$ cat config.mk
export PLATFORM = sky130hd
export DESIGN_NAME = sors_ctrl
export DESIGN_NICKNAME = d
export VERILOG_FILES = /design/src/design/sors_pkg.sv /design/src/design/sors_ctrl.sv
export SDC_FILE = /design/constraint.sdc
export NUM_CORES = 1
export LEC_CHECK = 0
export ABC_CLOCK_PERIOD_IN_PS = 2690
export BUFFER_PORTS_ARGS = -buffer_cell sky130_fd_sc_hd__buf_2
export CORE_MARGIN = 3
export CORE_UTILIZATION = 25
export DETAILED_ROUTE_END_ITERATION = 6
export PLACE_DENSITY_LB_ADDON = 0.12
export SYNTH_ARGS = -nofsm -noshare
export SYNTH_HDL_FRONTEND = slang
export SYNTH_SLANG_ARGS = --single-unit
$ cat constraint.sdc
create_clock -name i_clk -period 2.69 [get_ports i_clk]
set_clock_uncertainty 0.15 [all_clocks]
set_input_delay 0.4035 -clock i_clk [delete_from_list [all_inputs] [get_ports i_clk]]
set_output_delay 0.4035 -clock i_clk [all_outputs]
set_load 0.01 [all_outputs]
$ cat src/design/sors_pkg.sv
// Shared types and constants for the scatter-order radiance store.
// Used by the channel interfaces, the controller and the datapath.
package sors_pkg;

    localparam int IDX_W = 14;
    localparam int VAL_W = 64;
    localparam int THR_W = 20;
    localparam logic [THR_W-1:0] THR_RESET = 20'd110;
    localparam int MUL_STEPS = 4;

    typedef enum logic [2:0] {
        OP_CLEAR_ENTRY = 3'd0,
        OP_STORE_FIRST = 3'd1,
        OP_GATHER      = 3'd2,
        OP_CLEAR_OUT   = 3'd3,
        OP_SCATTER     = 3'd4,
        OP_COMMIT_OUT  = 3'd5,
        OP_GROUND_FLUX = 3'd6,
        OP_SOURCE      = 3'd7
    } t_op;

    localparam logic KIND_GATHER = 1'b0;
    localparam logic KIND_SOURCE = 1'b1;

    typedef enum logic [2:0] {
        S_CLEAR,
        S_IDLE,
        S_READ,
        S_MUL,
        S_WRITE
    } t_state;

    typedef struct packed {
        logic       clr_en;
        logic       load;
        logic       rd_en;
        logic       mul_en;
        logic       mul_first;
        logic [1:0] mul_step;
        logic       wr_en;
    } t_cmd;

    typedef struct packed {
        logic clr_done;
        logic result_pending;
        logic out_full;
    } t_sts;

endpackage

$ cat src/design/sors_ctrl.sv
// Sequencer for the radiance store: clearing pass, read, multiply, write.
// Depends on sors_pkg for the state, command and status types.
module sors_ctrl (
    input  logic           i_clk,
    input  logic           i_rst_n,
    input  logic           i_in_valid,
    input  sors_pkg::t_sts i_sts,
    output logic           o_in_ready,
    output sors_pkg::t_cmd o_cmd
);

    sors_pkg::t_state r_state, n_state;
    logic [1:0]       r_step, n_step;
    logic             w_hold;

    assign w_hold = i_sts.result_pending && i_sts.out_full;

    always_ff @(posedge i_clk) begin
        if (!i_rst_n) begin
            r_state <= sors_pkg::S_CLEAR;
            r_step  <= '0;
        end else begin
            r_state <= n_state;
            r_step  <= n_step;
        end
    end

    always_comb begin
        n_state = r_state;
        unique case (r_state)
            sors_pkg::S_CLEAR: if (i_sts.clr_done) n_state = sors_pkg::S_IDLE;
            sors_pkg::S_IDLE:  if (i_in_valid) n_state = sors_pkg::S_READ;
            sors_pkg::S_READ:  n_state = sors_pkg::S_MUL;
            sors_pkg::S_MUL: begin
                if (r_step == 2'(sors_pkg::MUL_STEPS - 1)) n_state = sors_pkg::S_WRITE;
            end
            sors_pkg::S_WRITE: if (!w_hold) n_state = sors_pkg::S_IDLE;
            default:           n_state = sors_pkg::S_CLEAR;
        endcase
    end

    always_comb begin
        n_step           = (r_state == sors_pkg::S_MUL) ? r_step + 2'd1 : 2'd0;
        o_in_ready       = (r_state == sors_pkg::S_IDLE);
        o_cmd.clr_en     = (r_state == sors_pkg::S_CLEAR);
        o_cmd.load       = (r_state == sors_pkg::S_IDLE) && i_in_valid;
        o_cmd.rd_en      = (r_state == sors_pkg::S_READ);
        o_cmd.mul_en     = (r_state == sors_pkg::S_MUL);
        o_cmd.mul_first  = (r_step == 2'd0);
        o_cmd.mul_step   = r_step;
        o_cmd.wr_en      = (r_state == sors_pkg::S_WRITE) && !w_hold;
    end

endmodule

Word level (Yosys, flattened, before mapping):

Index checks and enable logic that the tools add are counted.

* $add $sub $neg: 1
* multipliers: 0
* div/mod/pow operators: 0
* $lt $le $gt $ge: 0
* eq/ne operators: 9
* shift operators: 0
* multiplexer cells: 5
* bitwise logic cells: 0
* reduce and logical (&&, ||, !) cells: 8

Operators by type and width (count)
* 3-bit case mux with 5 select lines: 1
* 3-bit 2-to-1 mux: 4
* 3-bit by 2-bit == test with 1-bit output (second input constant): 2
* 2-bit inequality test (second input constant): 3
* 4-bit AND reduction: 1
* 3-bit by 1-bit == test with 1-bit output (second input constant): 1
* 3-bit == test (second input constant): 1
* 1-bit logical AND: 3
* 3-bit zero test: 1
* 2-bit by 1-bit adder with 2-bit output (second input constant): 1
* 2-bit == test (second input constant): 1
* 2-bit zero test: 1
* 2-bit by 1-bit inequality test with 1-bit output (second input constant): 1
* 2-bit AND reduction: 1
* 1-bit zero test: 1

* register bits after elaboration: 5
* latch bits: 0
* memory bits (writable): 0
* bits in read-only memories: 0
* bits of input ports: 6
* output and inout port bits: 9
* logic and storage cells: 25
* memories kept: 0

Logic depth before layout (Yosys ltp):

* word-level depth: 3
* mapped depth: 4
* mapped depth without buffers: 4

Worst setup path before layout:

No wires, ideal clock.

* path type: register to output
* start: register r_state[2]
* end: output port o_cmd[6] (netlist bit)
* data arrival time: 0.790 ns
* slack: 1.347 ns
* cell stages (with the launch flop): 4
* buffers on the path: 1
* cell sequence: dfxtp_1 buf_6 nand2b_1 and2b_2

RTL lines
* start, declared: RTL line sors_ctrl.sv:12 `sors_pkg::t_state r_state, n_state;`
* start signal, assigned: RTL line sors_ctrl.sv:20 `r_state <= sors_pkg::S_CLEAR;`
* start signal, assigned: RTL line sors_ctrl.sv:23 `r_state <= n_state;`
* end, declared: RTL line sors_ctrl.sv:9 `output sors_pkg::t_cmd o_cmd`

==> key figures <==
STA
  • Final setup viols: 0
  • Fmax: 0.562 GHz
  • Final hold viol count: 0
  • PnR worst setup slack: 0.912 ns
  • RSZ-0062 raised after global routing: no
  • Slew @ Worst Pin: 0.367 ns
  • Final period util: 0.661
  • Sum Neg Setup Slack: 0 ns
  • Post-route minimum period: 1.78 ns
  • Hold_ws: 0.307 ns
  • Slew headroom: 0.755
  • Slew Limit Fails: 0

Worst setup path
  • Req. time, crit path: 2.14 ns
  • Critical Path Start Type: flop
  • WS Path Type: flop to output pin
  • Crit path max fanout: 9
  • CP Capture Type: output pin
  • CP arrival: 1.22 ns

Final layout
  • Layout cells sized above 1: 0.423
  • Ant diodes: 0
  • Post-Layout Cell Count: 66
  • Area added between synthesis and finish: 25.7%
  • Net count, final: 61
  • Final instance area: 410 um2
  • Fin util: 0.350

Clock tree
  • TritonCTS Buffers: 3
  • Post-CTS sizing: 0
  • Later-pin clock latency in the skew report: 0.25 ns
  • Number of setup buffers added after CTS: 0
  • CTS tree: yes
  • Clock transition at the registers of the reported paths: 0.04 ns
  • Clk sinks: 5
  • H-tree depth: 1
  • Longest Clk Path Bufs: 2
  • Root buffer cell: clkbuf_4
  • Hold_buf cts: 0

Synth
  • Cell variety after synth: 21
  • Yosys warning count: 0
  • Synth area leaders: dfxtp_1 31%, ha_1 7.7%, buf_6 6.9%
  • Post-synth top area share: 0.307
  • Post-Syn Instances: 37
  • Post-synth top area cell: dfxtp_1
  • Yosys reg bits: 5
  • Sequential area share after synthesis: 0.307
  • Post-synthesis net count: 45
  • Cell Area, Synth: 327 um2
  • Synthesized area per cell: 8.83 um2

Power
  • Switching Fraction: 0.275
  • IR Drop Worst-Case VDD: 251 uV
  • Clock power frac: 0.425
  • Pint: 0.153 mW
  • Comb pwr share: 0.172
  • Sw power: 0.0581 mW
  • Seq pwr share: 0.404
  • PD cells: 515 nW/um2
  • Final Power: 0.211 mW
  • Leakage power: 0.203 nW

Die
  • Die height: 42.1 um
  • DIE WIDTH: 42.1 um
  • Core area: 1170 um2
  • I/O Pins: 15
  • Row cnt: 12
  • Starting Density: 0.279
  • Die ar.: 1780 um2

Min path
  • Hold crit path type: input pin to flop

Route
  • Total length of routed wires: 688 um
  • Remaining DRCs: 0
  • Antenna Violating Nets Remaining: 0
  • Vias: 292
  • WL per Instance: 10.4 um
  • Pre-antenna DRT Iters: 2
  • Detailed Route Iter0 Violations: 2
  • Vias per cell: 4.42

Placement
  • DP Worst Slack: 1.18 ns
  • Area after DPL: 384 um2
  • Hpwl dp: 516 um
  • Gp weighted congestion: 0.673
  • Placed instance count: 62
  • Port Buffers: 14

Global routing
  • Total track usage: 0.0966
  • Vias in the first global route: 286
  • First-pass GRT wire length: 1.27 mm
  • Pin count of the biggest net entering global routing: 11
  • Antenna violations before repair: 0
  • GRT overflow: 0

Status
  • Status: finished clean

Job
  • Max-Cap Viols: 0
## layer usage
| metal | GRT usage | vias to the layer above | share of wire |
|---|---|---|---|
| met4 | 0.0559 | 0 | 0 |
| met3 | 0.0644 | 0 | 0.080 |
| met2 | 0.151 | 9 | 0.47 |
| li1 | - | 154 | - |
| met5 | 0 | - | 0 |
| met1 | 0.0946 | 129 | 0.45 |
## cells by family after synthesis
group | after synthesis | share of synthesized area
AO/OA/AOI/OAI | 7 | 0.161
AND/OR/NAND/NOR | 18 | 0.341
buffers and inverters | 5 | 0.115
flip-flops | 5 | 0.307
adder cells (fa/ha/maj) | 2 | 0.0766
## final cells by class
cell class | count | area (um2)
Sequential cell | 5 | 100
Inverter | 2 | 7.51
Timing Repair Buffer | 14 | 70.1
Tap cell | 14 | 17.5
Clock buffer | 4 | 26.3
Fill cell | 126 | 761
Multi-Input combinational cell | 27 | 189
## power groups by stage
stage / logic, mW / registers, mW / clock network (mW)
6_report: 0.0362 / 0.0853 / 0.0897
5_1_grt: 0.0408 / 0.0861 / 0.100
4_1_cts: 0.0367 / 0.0851 / 0.0934
3_5_place_dp: 0.0366 / 0.0865 / 0
3_3_place_gp: 0.0361 / 0.0861 / 0
2_1_floorplan: 0.0282 / 0.0825 / 0
## placed cells by master, fill, tap and decap left out, types with 2 or more instances in the layout
master / netlist / routed
buf_2: 0 / 14
dfxtp_1: 5 / 5
ha_1: 2 / 2
inv_1: 2 / 2
and3_1: 2 / 2
nor2_1: 2 / 2
nand2_1: 5 / 5
a21oi_1: 3 / 3
clkbuf_4: 0 / 3
nor3b_1: 2 / 2
## state kept, by name, summed over array words and instances (netlist names)
| register | count |
|---|---|
| r_step | 2 |
| r_state | 3 |
## worst paths after layout
check                    end  cells after the start       start  slack [ns]
setup / recovery    o_cmd[6]                      3  r_state[2]        0.91
hold / removal    r_state[2]                      3    i_sts[0]        0.31
setup reg to reg  r_state[2]                      3  r_state[1]        1.47
hold reg to reg    r_step[0]                      2   r_step[0]        0.41
## synthesized netlist by cell type
library cell / n
dfxtp_1: 5
nand2_1: 5
a21oi_1: 3
and3_1: 2
buf_6: 2
ha_1: 2
inv_1: 2
nor2_1: 2
nor3b_1: 2
a21boi_2: 1
a22oi_1: 1
and2b_2: 1
and3b_2: 1
buf_4: 1
nand2b_1: 1
nand4_1: 1
nor2b_4: 1
nor3_1: 1
o21ba_2: 1
o32ai_1: 1
or2b_1: 1
## critical path: stages, from the launching register on
cell	delay [ns]
dfxtp_1	0.45
nand2b_1	0.18
and2b_2	0.22
buf_2	0.13
(Power assumes the default switching activity.)
